### src/rtl/mmd_pkg.sv
`default_nettype none

package mmd_pkg;

  localparam int unsigned MAX_CHANNELS = 64;
  localparam int unsigned SAMPLE_WIDTH = 32;

  // field and register widths
  localparam int unsigned CH_W      = 6;
  localparam int unsigned NCH_W     = 7;
  localparam int unsigned STEP_W    = 16;
  localparam int unsigned FAC_W     = 17;
  localparam int unsigned CFG_W     = 17;
  localparam int unsigned CFG_IDX_W = 2;
  localparam int unsigned ADDR_W    = $clog2(MAX_CHANNELS);

  localparam int unsigned FACTOR_LIMIT = 65536;

  typedef logic signed [SAMPLE_WIDTH-1:0] sample_t;
  typedef logic [CH_W-1:0]                chan_t;
  typedef logic [CFG_W-1:0]               cfg_data_t;

  typedef enum logic [CFG_IDX_W-1:0] {
    REG_NUM_CHANNELS = 2'd0,
    REG_DECIM_FACTOR = 2'd1,
    REG_SINGLE_PLANE = 2'd2
  } reg_idx_e;

  // position of the current request within the frame and the group
  typedef struct packed {
    chan_t ch;
    logic  first;
    logic  ch_last;
    logic  step_last;
  } seq_t;

endpackage

`default_nettype wire

### src/rtl/mmd_sample_if.sv
`default_nettype none

interface mmd_sample_if;
  import mmd_pkg::*;

  logic    valid;
  logic    ready;
  sample_t sample_low;
  sample_t sample_high;

  modport source (output valid, output sample_low, output sample_high, input ready);
  modport sink (input valid, input sample_low, input sample_high, output ready);
endinterface

`default_nettype wire

### src/rtl/mmd_result_if.sv
`default_nettype none

interface mmd_result_if;
  import mmd_pkg::*;

  logic    valid;
  logic    ready;
  chan_t   channel;
  sample_t min_value;
  sample_t max_value;
  logic    group_last;

  modport source (
    output valid, output channel, output min_value, output max_value, output group_last,
    input ready
  );
  modport sink (
    input valid, input channel, input min_value, input max_value, input group_last,
    output ready
  );
endinterface

`default_nettype wire

### src/rtl/mmd_seq.sv
`default_nettype none

module mmd_seq (
  input  wire logic                             clk_i,
  input  wire logic                             rst_ni,
  input  wire logic                             cfg_we_i,
  input  wire logic [mmd_pkg::CFG_IDX_W-1:0]    cfg_idx_i,
  input  wire mmd_pkg::cfg_data_t               cfg_data_i,
  input  wire logic                             advance_i,
  output mmd_pkg::seq_t                         seq_o,
  output logic                                  single_plane_o
);
  import mmd_pkg::*;

  logic [NCH_W-1:0]  num_ch_q;
  logic [FAC_W-1:0]  fac_q;
  logic              single_q;
  chan_t             ch_q, ch_d;
  logic [STEP_W-1:0] step_q, step_d;

  logic [NCH_W-1:0]  nc;
  logic [FAC_W-1:0]  fac;
  logic              ch_last;
  logic              step_last;

  // config registers
  always_ff @(posedge clk_i or negedge rst_ni) begin
    if (!rst_ni) begin
      num_ch_q <= NCH_W'(1);
      fac_q    <= FAC_W'(4);
      single_q <= 1'b1;
    end else if (cfg_we_i) begin
      unique case (reg_idx_e'(cfg_idx_i))
        REG_NUM_CHANNELS: num_ch_q <= cfg_data_i[NCH_W-1:0];
        REG_DECIM_FACTOR: fac_q    <= cfg_data_i[FAC_W-1:0];
        REG_SINGLE_PLANE: single_q <= cfg_data_i[0];
        default: ;
      endcase
    end
  end

  // clamp out-of-range settings
  always_comb begin
    if (num_ch_q == '0) begin
      nc = NCH_W'(1);
    end else if (num_ch_q > NCH_W'(MAX_CHANNELS)) begin
      nc = NCH_W'(MAX_CHANNELS);
    end else begin
      nc = num_ch_q;
    end
    if (fac_q == '0) begin
      fac = FAC_W'(1);
    end else if (fac_q > FAC_W'(FACTOR_LIMIT)) begin
      fac = FAC_W'(FACTOR_LIMIT);
    end else begin
      fac = fac_q;
    end
  end

  assign ch_last   = (NCH_W'(ch_q) + NCH_W'(1)) >= nc;
  assign step_last = (FAC_W'(step_q) + FAC_W'(1)) >= fac;

  always_comb begin
    ch_d   = ch_q;
    step_d = step_q;
    if (advance_i) begin
      if (ch_last) begin
        ch_d   = '0;
        step_d = step_last ? '0 : step_q + STEP_W'(1);
      end else begin
        ch_d = ch_q + CH_W'(1);
      end
    end
  end

  always_ff @(posedge clk_i or negedge rst_ni) begin
    if (!rst_ni) begin
      ch_q   <= '0;
      step_q <= '0;
    end else begin
      ch_q   <= ch_d;
      step_q <= step_d;
    end
  end

  assign seq_o.ch        = ch_q;
  assign seq_o.first     = (step_q == '0);
  assign seq_o.ch_last   = ch_last;
  assign seq_o.step_last = step_last;
  assign single_plane_o  = single_q;

endmodule

`default_nettype wire

### src/rtl/multichannel_minmax_decimator.sv
`default_nettype none

// channel     dir  payload                                       notes
// sample_i    in   sample_low, sample_high                       interleaved by channel
// result_o    out  channel, min_value, max_value, group_last     one per channel per group
// cfg port    in   cfg_we_i, cfg_idx_i, cfg_data_i               write only, change when idle
//
// one request per cycle unless stalled; a result passes stage 1 and the result register
// pipeline: request -> stage 1 (min/max memory read data, registered) -> result register
// the min/max memories take one read and one write per cycle; a back-to-back request
// to the same channel gets the stage 1 value forwarded instead of the memory word
// reset clears the counters, config and valid flags only; the memories need no clearing
// a stalled result register holds stage 1, which then holds the input side

module multichannel_minmax_decimator (
  input  wire logic                          clk_i,
  input  wire logic                          rst_ni,
  mmd_sample_if.sink                         sample_i,
  mmd_result_if.source                       result_o,
  input  wire logic                          cfg_we_i,
  input  wire logic [mmd_pkg::CFG_IDX_W-1:0] cfg_idx_i,
  input  wire mmd_pkg::cfg_data_t            cfg_data_i
);
  import mmd_pkg::*;

  // per-channel running extremes
  sample_t min_mem [MAX_CHANNELS];
  sample_t max_mem [MAX_CHANNELS];

  seq_t    seq;
  logic    single_plane;
  logic    accept;

  // stage 1
  logic    s1_valid_q;
  seq_t    s1_seq_q;
  sample_t s1_lo_q, s1_hi_q;
  sample_t rd_min_q, rd_max_q;
  logic    fwd_q;
  sample_t fwd_min_q, fwd_max_q;
  logic    s1_adv;
  sample_t old_min, old_max;
  sample_t new_min, new_max;

  // result register
  logic    out_valid_q;
  chan_t   out_ch_q;
  sample_t out_min_q, out_max_q;
  logic    out_last_q;

  mmd_seq u_seq (
    .clk_i          (clk_i),
    .rst_ni         (rst_ni),
    .cfg_we_i       (cfg_we_i),
    .cfg_idx_i      (cfg_idx_i),
    .cfg_data_i     (cfg_data_i),
    .advance_i      (accept),
    .seq_o          (seq),
    .single_plane_o (single_plane)
  );

  // stage 1 moves on when the result register is free or draining
  assign s1_adv         = s1_valid_q && (!out_valid_q || result_o.ready);
  assign sample_i.ready = !s1_valid_q || s1_adv;
  assign accept         = sample_i.valid && sample_i.ready;

  // min over lows, max over highs; first step of a group starts fresh
  always_comb begin
    old_min = fwd_q ? fwd_min_q : rd_min_q;
    old_max = fwd_q ? fwd_max_q : rd_max_q;
    if (s1_seq_q.first) begin
      new_min = s1_lo_q;
      new_max = s1_hi_q;
    end else begin
      new_min = (s1_lo_q < old_min) ? s1_lo_q : old_min;
      new_max = (s1_hi_q > old_max) ? s1_hi_q : old_max;
    end
  end

  // memory write from stage 1, registered read for the new request
  always_ff @(posedge clk_i) begin
    if (s1_adv) begin
      min_mem[s1_seq_q.ch[ADDR_W-1:0]] <= new_min;
      max_mem[s1_seq_q.ch[ADDR_W-1:0]] <= new_max;
    end
    if (accept) begin
      rd_min_q <= min_mem[seq.ch[ADDR_W-1:0]];
      rd_max_q <= max_mem[seq.ch[ADDR_W-1:0]];
    end
  end

  // stage 1 payload, plus bypass of the word being written this cycle
  always_ff @(posedge clk_i) begin
    if (accept) begin
      s1_seq_q  <= seq;
      s1_lo_q   <= sample_i.sample_low;
      s1_hi_q   <= single_plane ? sample_i.sample_low : sample_i.sample_high;
      fwd_min_q <= new_min;
      fwd_max_q <= new_max;
    end
  end

  always_ff @(posedge clk_i or negedge rst_ni) begin
    if (!rst_ni) begin
      s1_valid_q <= 1'b0;
      fwd_q      <= 1'b0;
    end else begin
      if (accept) begin
        s1_valid_q <= 1'b1;
        fwd_q      <= s1_adv && (s1_seq_q.ch == seq.ch);
      end else if (s1_adv) begin
        s1_valid_q <= 1'b0;
      end
    end
  end

  // result register: loaded only on the last step of a group
  always_ff @(posedge clk_i or negedge rst_ni) begin
    if (!rst_ni) begin
      out_valid_q <= 1'b0;
    end else if (s1_adv && s1_seq_q.step_last) begin
      out_valid_q <= 1'b1;
    end else if (result_o.ready) begin
      out_valid_q <= 1'b0;
    end
  end

  always_ff @(posedge clk_i) begin
    if (s1_adv && s1_seq_q.step_last) begin
      out_ch_q   <= s1_seq_q.ch;
      out_min_q  <= new_min;
      out_max_q  <= new_max;
      out_last_q <= s1_seq_q.ch_last;
    end
  end

  assign result_o.valid      = out_valid_q;
  assign result_o.channel    = out_ch_q;
  assign result_o.min_value  = out_min_q;
  assign result_o.max_value  = out_max_q;
  assign result_o.group_last = out_last_q;

endmodule

`default_nettype wire

### src/flat_wrapper.sv
// flat-port wrapper written by rule: the top's interface ports become plain ports
module multichannel_minmax_decimator_flat import mmd_pkg::*;
  (clk_i, rst_ni, cfg_we_i, cfg_idx_i, cfg_data_i, sample_i_valid, sample_i_sample_low, sample_i_sample_high, sample_i_ready, result_o_valid, result_o_channel, result_o_min_value, result_o_max_value, result_o_group_last, result_o_ready);
  mmd_sample_if sample_i_i ();
  mmd_result_if result_o_i ();
  input  wire logic clk_i;
  input  wire logic rst_ni;
  input  wire logic cfg_we_i;
  input  wire logic [mmd_pkg::CFG_IDX_W-1:0] cfg_idx_i;
  input  wire mmd_pkg::cfg_data_t cfg_data_i;
  input wire logic [$bits(sample_i_i.valid)-1:0] sample_i_valid;
  input wire logic [$bits(sample_i_i.sample_low)-1:0] sample_i_sample_low;
  input wire logic [$bits(sample_i_i.sample_high)-1:0] sample_i_sample_high;
  output wire logic [$bits(sample_i_i.ready)-1:0] sample_i_ready;
  output wire logic [$bits(result_o_i.valid)-1:0] result_o_valid;
  output wire logic [$bits(result_o_i.channel)-1:0] result_o_channel;
  output wire logic [$bits(result_o_i.min_value)-1:0] result_o_min_value;
  output wire logic [$bits(result_o_i.max_value)-1:0] result_o_max_value;
  output wire logic [$bits(result_o_i.group_last)-1:0] result_o_group_last;
  input wire logic [$bits(result_o_i.ready)-1:0] result_o_ready;
  assign sample_i_i.valid = sample_i_valid;
  assign sample_i_i.sample_low = sample_i_sample_low;
  assign sample_i_i.sample_high = sample_i_sample_high;
  assign sample_i_ready = sample_i_i.ready;
  assign result_o_valid = result_o_i.valid;
  assign result_o_channel = result_o_i.channel;
  assign result_o_min_value = result_o_i.min_value;
  assign result_o_max_value = result_o_i.max_value;
  assign result_o_group_last = result_o_i.group_last;
  assign result_o_i.ready = result_o_ready;
  multichannel_minmax_decimator u_core (.clk_i(clk_i), .rst_ni(rst_ni), .sample_i(sample_i_i), .result_o(result_o_i), .cfg_we_i(cfg_we_i), .cfg_idx_i(cfg_idx_i), .cfg_data_i(cfg_data_i));
endmodule
### config.mk
export PLATFORM = sky130hd
export DESIGN_NAME = multichannel_minmax_decimator_flat
export DESIGN_NICKNAME = d
export VERILOG_FILES = /design/src/rtl/mmd_pkg.sv /design/src/rtl/mmd_sample_if.sv /design/src/rtl/mmd_result_if.sv /design/src/rtl/mmd_seq.sv /design/src/rtl/multichannel_minmax_decimator.sv /design/src/flat_wrapper.sv
export SDC_FILE = /design/constraint.sdc
export NUM_CORES = 2
export LEC_CHECK = 0
export BUFFER_PORTS_ARGS = -buffer_cell sky130_fd_sc_hd__buf_4
export CORE_MARGIN = 8
export CORE_UTILIZATION = 47
export DETAILED_ROUTE_END_ITERATION = 12
export PLACE_DENSITY = 0.63
export SYNTH_ARGS = -nofsm -noshare
export SYNTH_HDL_FRONTEND = slang
export SYNTH_SLANG_ARGS = --single-unit
export TNS_END_PERCENT = 100
### constraint.sdc
create_clock -name clk_i -period 17.72 [get_ports clk_i]
set_clock_uncertainty 0.1 [all_clocks]
set_input_delay 1.772 -clock clk_i [delete_from_list [all_inputs] [get_ports clk_i]]
set_output_delay 1.772 -clock clk_i [all_outputs]
set_load 0.05 [all_outputs]
==> Word-level counts from Yosys, hierarchy flattened <==
Memory sizes are Yosys's and may differ from the RTL's. A register that Yosys moved wholly into a read port is not among the register bits.
Cells that the tools add are included.
{ "word_totals": {"reg_bits": 258, "latchBits": 0, "ram_bits": 4096, "rom_bits": 0, "input_bits": 88, "output_inout_bits": 73, "wordCells": 72, "n_memories": 2} }
{ "memory_table": {"columns": ["name", "words", "word_bits", "rd", "rd_clocked_by_memory_dff", "write_ports", "line", "rtl"], "rows": [
  ["u_core.max_mem", 64, 32, 1, 1, 1, "multichannel_minmax_decimator.sv:28", "sample_t max_mem [MAX_CHANNELS];"],
  ["u_core.min_mem", 64, 32, 1, 1, 1, "multichannel_minmax_decimator.sv:27", "sample_t min_mem [MAX_CHANNELS];"]
]} }
{ "classes": {"n_addsub": 4, "n_mul": 0, "n_div": 0, "order_cmp": 6, "n_eq_ne": 3, "n_shift": 0, "mux": 19, "bitwise": 0, "reduce_logical": 18} }
{ "ops": {"columns": ["cell", "count"], "rows": [
  ["two-way mux 32 bit", 7],
  ["two-way mux 17 bit", 2],
  ["> comparator 32 bit", 1],
  ["less-than comparator 32 bit", 1],
  ["adder 16 x 1 -> 17 bit, second input constant", 1],
  [">= comparator 17 bit", 1],
  ["> comparator 17 bit, second input constant", 1],
  ["zero test 17 bit", 1],
  ["adder 16 x 1 -> 16 bit, second input constant", 1],
  ["zero test 16 bit", 1],
  ["two-way mux 16 bit", 1],
  ["two-way mux 7 bit", 2],
  ["AND reduction 2 bit", 4],
  ["adder 6 x 1 -> 7 bit, second input constant", 1],
  [">= comparator 7 bit", 1],
  ["> comparator 7 bit, second input constant", 1],
  ["zero test 7 bit", 1],
  ["adder 6 x 1 -> 6 bit, second input constant", 1],
  ["== test 6 bit", 1],
  ["two-way mux 1 bit", 6],
  ["two-way mux 6 bit", 1],
  ["logical AND 1 bit", 4],
  ["nonzero test 2 bit", 2],
  ["== test 2 x 1 -> 1 bit, second input constant", 1],
  ["4 further kinds", 6]
]} }

==> Depth between registers and ports, before layout <==
{ "logic_depth": {"ltp_word": 6, "ltp_mapped": 17, "ltp_nobuf": 15} }

==> Modules after synthesis <==
Synthesis repeated with hierarchy kept, for this count alone.
{ "hier_totals": {"hier_cells": 6963, "area_unflattened_um2": 170207.0} }
{ "by_module_without_submodules": {"columns": ["mod", "instances", "cells_per_inst", "area_each_um2"], "rows": [
  ["multichannel_minmax_decimator", 1, 6653, 167169.1],
  ["mmd_seq", 1, 310, 3037.9]
]} }

==> Worst setup path after synthesis <==
Ideal clock, no wire load.
{ "synth_path": {"path_kind": "input-to-reg", "start": "input port result_o_ready", "end": "register u_core.u_seq.ch_q[2]", "setup_time_ns": 0.128, "arrival_time_ns": 9.173, "slack_ns": 8.318, "cell_stages": 6, "path_cell_list": "nand3b_1 > nand2_1 > inv_1 > clkbuf_1 > o21ai_0 > o2bb2ai_1"} }
{ "synth_between": {"elab_chain_len": 4} }
{ "synth_rtl": {"columns": ["element", "line", "rtl"], "rows": [
  ["from (decl)", "flat_wrapper.sv:20", "input wire logic [$bits(result_o_i.ready)-1:0] result_o_ready;"],
  ["logical OR 1 bit", "multichannel_minmax_decimator.sv:63", "assign s1_adv = s1_valid_q && (!out_valid_q || result_o.ready);"],
  ["logical AND 1 bit", "multichannel_minmax_decimator.sv:63", null],
  ["logical OR 1 bit", "multichannel_minmax_decimator.sv:64", "assign sample_i.ready = !s1_valid_q || s1_adv;"],
  ["logical AND 1 bit", "multichannel_minmax_decimator.sv:65", "assign accept = sample_i.valid && sample_i.ready;"],
  ["via u_core.accept", "multichannel_minmax_decimator.sv:32", "logic accept;"],
  ["to (signal assigned)", "mmd_seq.sv:81", "ch_q <= ch_d;"],
  ["to (decl)", "mmd_seq.sv:18", "chan_t ch_q, ch_d;"]
]} }
The timed path passes the listed nets, and every way through them passes these cells.
A chain may end at the register's enable or synchronous reset.

==> Worst setup path after layout <==
{ "layout_path": {"start": "register u_core.fwd_q", "end": "memory u_core.max_mem[40][0] (netlist name), data pin"} }
{ "layout_between": {"elab_chain_len": 4} }
{ "layout_rtl": {"columns": ["element", "line", "rtl"], "rows": [
  ["from (decl)", "multichannel_minmax_decimator.sv:39", "logic fwd_q;"],
  ["from (signal assigned)", "multichannel_minmax_decimator.sv:110", "fwd_q <= s1_adv && (s1_seq_q.ch == seq.ch);"],
  ["two-way mux 32 bit (*)", "multichannel_minmax_decimator.sv:70", "old_max = fwd_q ? fwd_max_q : rd_max_q;"],
  ["> comparator 32 bit", "multichannel_minmax_decimator.sv:76", "new_max = (s1_hi_q > old_max) ? s1_hi_q : old_max;"],
  ["two-way mux 32 bit (*)", "multichannel_minmax_decimator.sv:76", null],
  ["two-way mux 32 bit (*)", "multichannel_minmax_decimator.sv:71", "if (s1_seq_q.first) begin"],
  ["via u_core.new_max[0]", "multichannel_minmax_decimator.sv:43", "sample_t new_min, new_max;"],
  ["to (decl)", "multichannel_minmax_decimator.sv:28", null]
]} }
The timed path passes the listed nets; every way through them passes the cells marked *.

==> summary.md <==
| Metric | Value |
|---|---|
| Outcome | completed |
| Slew at the pin closest to its max-slew limit | roughly 1.3 ns |
| Final non-filler cell area | 193000 um^2 |
| CP Data Required Time | ~18 ns |
| Site row count | 220 |
| Clock latency reported for the late side of the worst-skew pair | 1.01 ns |
| Number of synthesized flops with an enable pin | about 4400 |
| Routability-driven placement congestion ratio | approximately 0.84 |
| H-Tree Depth | 5 |
| Detailed Route Iter0 Violations | about 12000 |
| Pwr dens | 158 nW/um^2 |
| Main synth FF type | sky130_fd_sc_hd__edfxtp_1 |
| Growth of design area from synthesis to finish | 13.7% |
| Max Clock Freq | about 0.14 GHz |
| Clock-pin slew on the worst setup and hold paths | approximately 0.06 ns |
| WL per Instance | a little under 40 um |
| CP max FO | 66 |
| Final HPWL from detailed placement | 260 mm |
| Number of top-level design ports | between 150 and 200 |
| Arrival time at the worst endpoint | 7.44 ns |
| Via total after detailed routing | just over 80000 |
| Number of cells traversed by the worst hold path | 0 |
| Util after Layout | 0.537 |
| Sum of routed wire length over all layers | just under 500 mm |
| Post-synthesis cell type count | 51 |
| Critical Path End Type | flip-flop |
| Number of slew-limit violations in the final report | 0 |
| Worst r2r dst | u_core.max_mem[40][0]$_DFFE_PP_ |
| Initial Utilization | 0.472 |
| Combinational family with the most area after synthesis | multiplexers |
| All-layer global routing usage | 0.253 |
| HP Start | u_core.s1_seq_q[1]$_DFFE_PP_ |
| Leading cell types in the layout, fill and taps excluded | sky130_fd_sc_hd__edfxtp_1, sky130_fd_sc_hd__mux4_2, sky130_fd_sc_hd__clkbuf_16, sky130_fd_sc_hd__buf_4, sky130_fd_sc_hd__clkinv_1 |
| Compound-gate portion of the synthesized area | 0.00384 |
| Die Area | 380000 um^2 |
| Count of mapped cells out of synthesis | between 6000 and 7000 |
| Count of endpoints failing hold in the final timing report | 0 |
| Final worst setup slack | between 10 and 15 ns |
| Die span in y | approximately 620 um |
| Post_cts resized | 0 |
| Cell area reported after detailed placement | 179000 um^2 |
| Post-Synth Simple-Gate Area | 0.00727 |
| Post-synthesis share of cell area spent on full adders, half adders and majority gates | 0.00664 |
| Syn avg cell area | roughly 25 um^2 |
| Mux contribution to synthesized area | 0.190 |
| Worst reg-to-reg path cell count | 9 |
| Beginning of the worst register-to-register path | u_core.fwd_q$_DFFE_PN0P_ |
| Worst setup SP type | flip-flop |
| CTS tree | yes |
| Unrepaired setup endpoints after global routing | no |
| Setup CP Type | flip-flop to flip-flop |
| First-pass GRT wire length | between 600 and 700 mm |
| Parity-gate share of the synthesized area counting xor and xnor cells | 0.00124 |
| Total power after layout | 30.5 mW |
| Post-CTS Hold Fix Bufs | 0 |
| Final nets | between 7000 and 8000 |
| Post-Place Setup Slack | ~11 ns |
| Sum of overflow across all layers after global routing | 0 |
| Period Utilization, post-route | 0.392 |
| Max-slew headroom | 0.117 |
| Number of nets with antenna violations after detailed routing | 0 |
| Clock root buffer master | sky130_fd_sc_hd__clkbuf_16 |
| Share of cells above drive strength 1 | 0.336 |
| Summed instance area of the synthesized netlist | around 170000 um^2 |
| Final setup fails | 0 |
| Hold/Removal Path Class | flip-flop to flip-flop |
| Total Neg Setup Slack | 0 ns |
| Worst vdd ir | 0.000111 V |
| Number of global-route vias before repair | roughly 80000 |
| Core ar. | 359000 um^2 |
| Maxcap violations | 0 |
| Maximum number of pins on one net before global-route repair | around 130 |
| Register-to-Register Setup Slack | roughly 11 ns |
| Detailed-router iteration count before antenna repair | 8 |
| Hold path endpoint | u_core.result_o.group_last$_DFFE_PP_ |
| Sequential-to-total area share from yosys stat | 0.781 |
| Setup fix buffers added after clock tree synthesis | 0 |
| Commonest non-fill, non-tap cell in the layout | sky130_fd_sc_hd__edfxtp_1 |
| Syn nets | roughly 7000 |
| Fin crit period | between 6 and 7 ns |
| Seq cells post-synth | roughly 4400 |
| Horiz. Die Dim | 617 um |
| Remaining routing DRC violations | 0 |
| Detailed-route vias per instance | 6.53 |
| Pleak | 59.5 nW |
| Fraction of synthesis flops using an asynchronous set or reset pin | 0.0113 |
| Number of buffers inserted by port buffering | 160 |
| Number of sinks driven by the clock tree | between 4000 and 5000 |
| Number of antenna violations at the first check in global routing | 24 |
| CTS Buffer Depth | 4 |
| CTS buffer count | around 440 |
| Yosys warnings | 0 |
## synth_stat cells, types with 15 or more instances
library cell | count | area [um^2]
sky130_fd_sc_hd__mux2i_1 | 125 | 1250
sky130_fd_sc_hd__inv_1 | 73 | 274
sky130_fd_sc_hd__clkbuf_1 | 172 | 646
sky130_fd_sc_hd__buf_1 | 65 | 244
sky130_fd_sc_hd__o21ai_0 | 28 | 140
sky130_fd_sc_hd__a21oi_1 | 24 | 120
sky130_fd_sc_hd__buf_4 | 26 | 195
sky130_fd_sc_hd__mux4_2 | 1344 | 30300
sky130_fd_sc_hd__dfrtp_1 | 47 | 1180
sky130_fd_sc_hd__xnor2_1 | 15 | 131
sky130_fd_sc_hd__nor2_1 | 94 | 353
sky130_fd_sc_hd__mux2_2 | 60 | 676
sky130_fd_sc_hd__edfxtp_1 | 4368 | 131000
sky130_fd_sc_hd__nand3_1 | 28 | 140
sky130_fd_sc_hd__nand2_1 | 66 | 248
sky130_fd_sc_hd__a21o_1 | 17 | 128
sky130_fd_sc_hd__buf_2 | 72 | 360
sky130_fd_sc_hd__ha_1 | 90 | 1130
sky130_fd_sc_hd__nand4_1 | 15 | 93.8
## how the worst max path moves through the flow
stage / startpoint / end / slack [ns]
finish: u_core.fwd_q$_DFFE_PN0P_ / u_core.max_mem[40][0]$_DFFE_PP_ / 10.78
global route: u_core.fwd_q$_DFFE_PN0P_ / u_core.max_mem[62][0]$_DFFE_PP_ / 10.86
CTS: u_core.fwd_q$_DFFE_PN0P_ / u_core.max_mem[63][0]$_DFFE_PP_ / 10.79
detailed placement: u_core.fwd_q$_DFFE_PN0P_ / u_core.result_o.max_value[0]$_DFFE_PP_ / 10.87
global placement: u_core.fwd_q$_DFFE_PN0P_ / u_core.result_o.max_value[0]$_DFFE_PP_ / 11.03
floorplan: result_o_ready / u_core.u_seq.ch_q[2]$_DFFE_PN0P_ / 8.32
## cell type report
cell class,instances,area (um^2)
tap,4773,5970
inverter,73,287
clock buffer,528,11400
sequential,4418,132000
fill,26600,166000
antenna,16,40.0
timing repair buffer,430,3370
clock inverter,273,2570
multi-input combinational,2009,36700
## power by group
part	total [mW]	switching, mW	internal, mW
combinational	7.73	4.42	3.31
sequential	13.6	0.290	13.4
clock	9.13	3.98	5.15
## sequential cells by signal, summed over array words and instances, names as in the netlist, 7 cells and up
| name | flops |
|---|---|
| u_core.result_o.max_value | 32 |
| u_core.u_seq.fac_q | 17 |
| u_core.fwd_min_q | 32 |
| u_core.s1_seq_q | 9 |
| u_core.rd_min_q | 32 |
| u_core.u_seq.num_ch_q | 7 |
| u_core.min_mem | 2048 |
| u_core.rd_max_q | 32 |
| u_core.fwd_max_q | 32 |
| u_core.result_o.min_value | 32 |
| u_core.u_seq.step_q | 16 |
| u_core.max_mem | 2048 |
| u_core.s1_lo_q | 32 |
| u_core.s1_hi_q | 32 |
## cell families (layout without fill, tap and decap cells)
family | Yosys count | in the layout
DFF | 4418 | 4418
AOI/OAI and AO/OA | 102 | 102
and+or+nand+nor | 263 | 263
adders and majority gates | 90 | 90
other | 0 | 16
muxes | 1530 | 1530
xor gates and xnor gates | 24 | 24
buffers and inverters | 411 | 1304
## critical path: stages (launching register included)
cell	delay, ns
sky130_fd_sc_hd__dfrtp_4	1.07
sky130_fd_sc_hd__mux2i_1	0.64
sky130_fd_sc_hd__ha_1	0.35
sky130_fd_sc_hd__nand4_1	0.31
sky130_fd_sc_hd__a211oi_1	0.22
sky130_fd_sc_hd__nor4_1	1.09
sky130_fd_sc_hd__o21ai_0	0.43
sky130_fd_sc_hd__mux2i_4	0.28
sky130_fd_sc_hd__buf_4	0.69
sky130_fd_sc_hd__mux2_2	1.12
## metrics by stage
| stage | hold slack (ns) | instances |
|---|---|---|
| global route | 0.355 | 12500 |
| finish | 0.336 | 12500 |
| CTS | 0.338 | 12500 |
| floorplan | 0.300 | 6838 |
| global placement | 0.316 | 11700 |
| detailed placement | 0.324 | 11700 |
## layer usage
| layer | up-vias | global-route usage | part of all wire |
|---|---|---|---|
| li1 | 30800 | - | - |
| met1 | 45200 | 0.354 | 0.38 |
| met3 | 865 | 0.0469 | 0.10 |
| met4 | 6 | 0.0846 | 0.039 |
| met5 | - | 0 | 0.000071 |
| met2 | 4934 | 0.407 | 0.48 |
No activity file was read; power rests on OpenSTA's default activity.
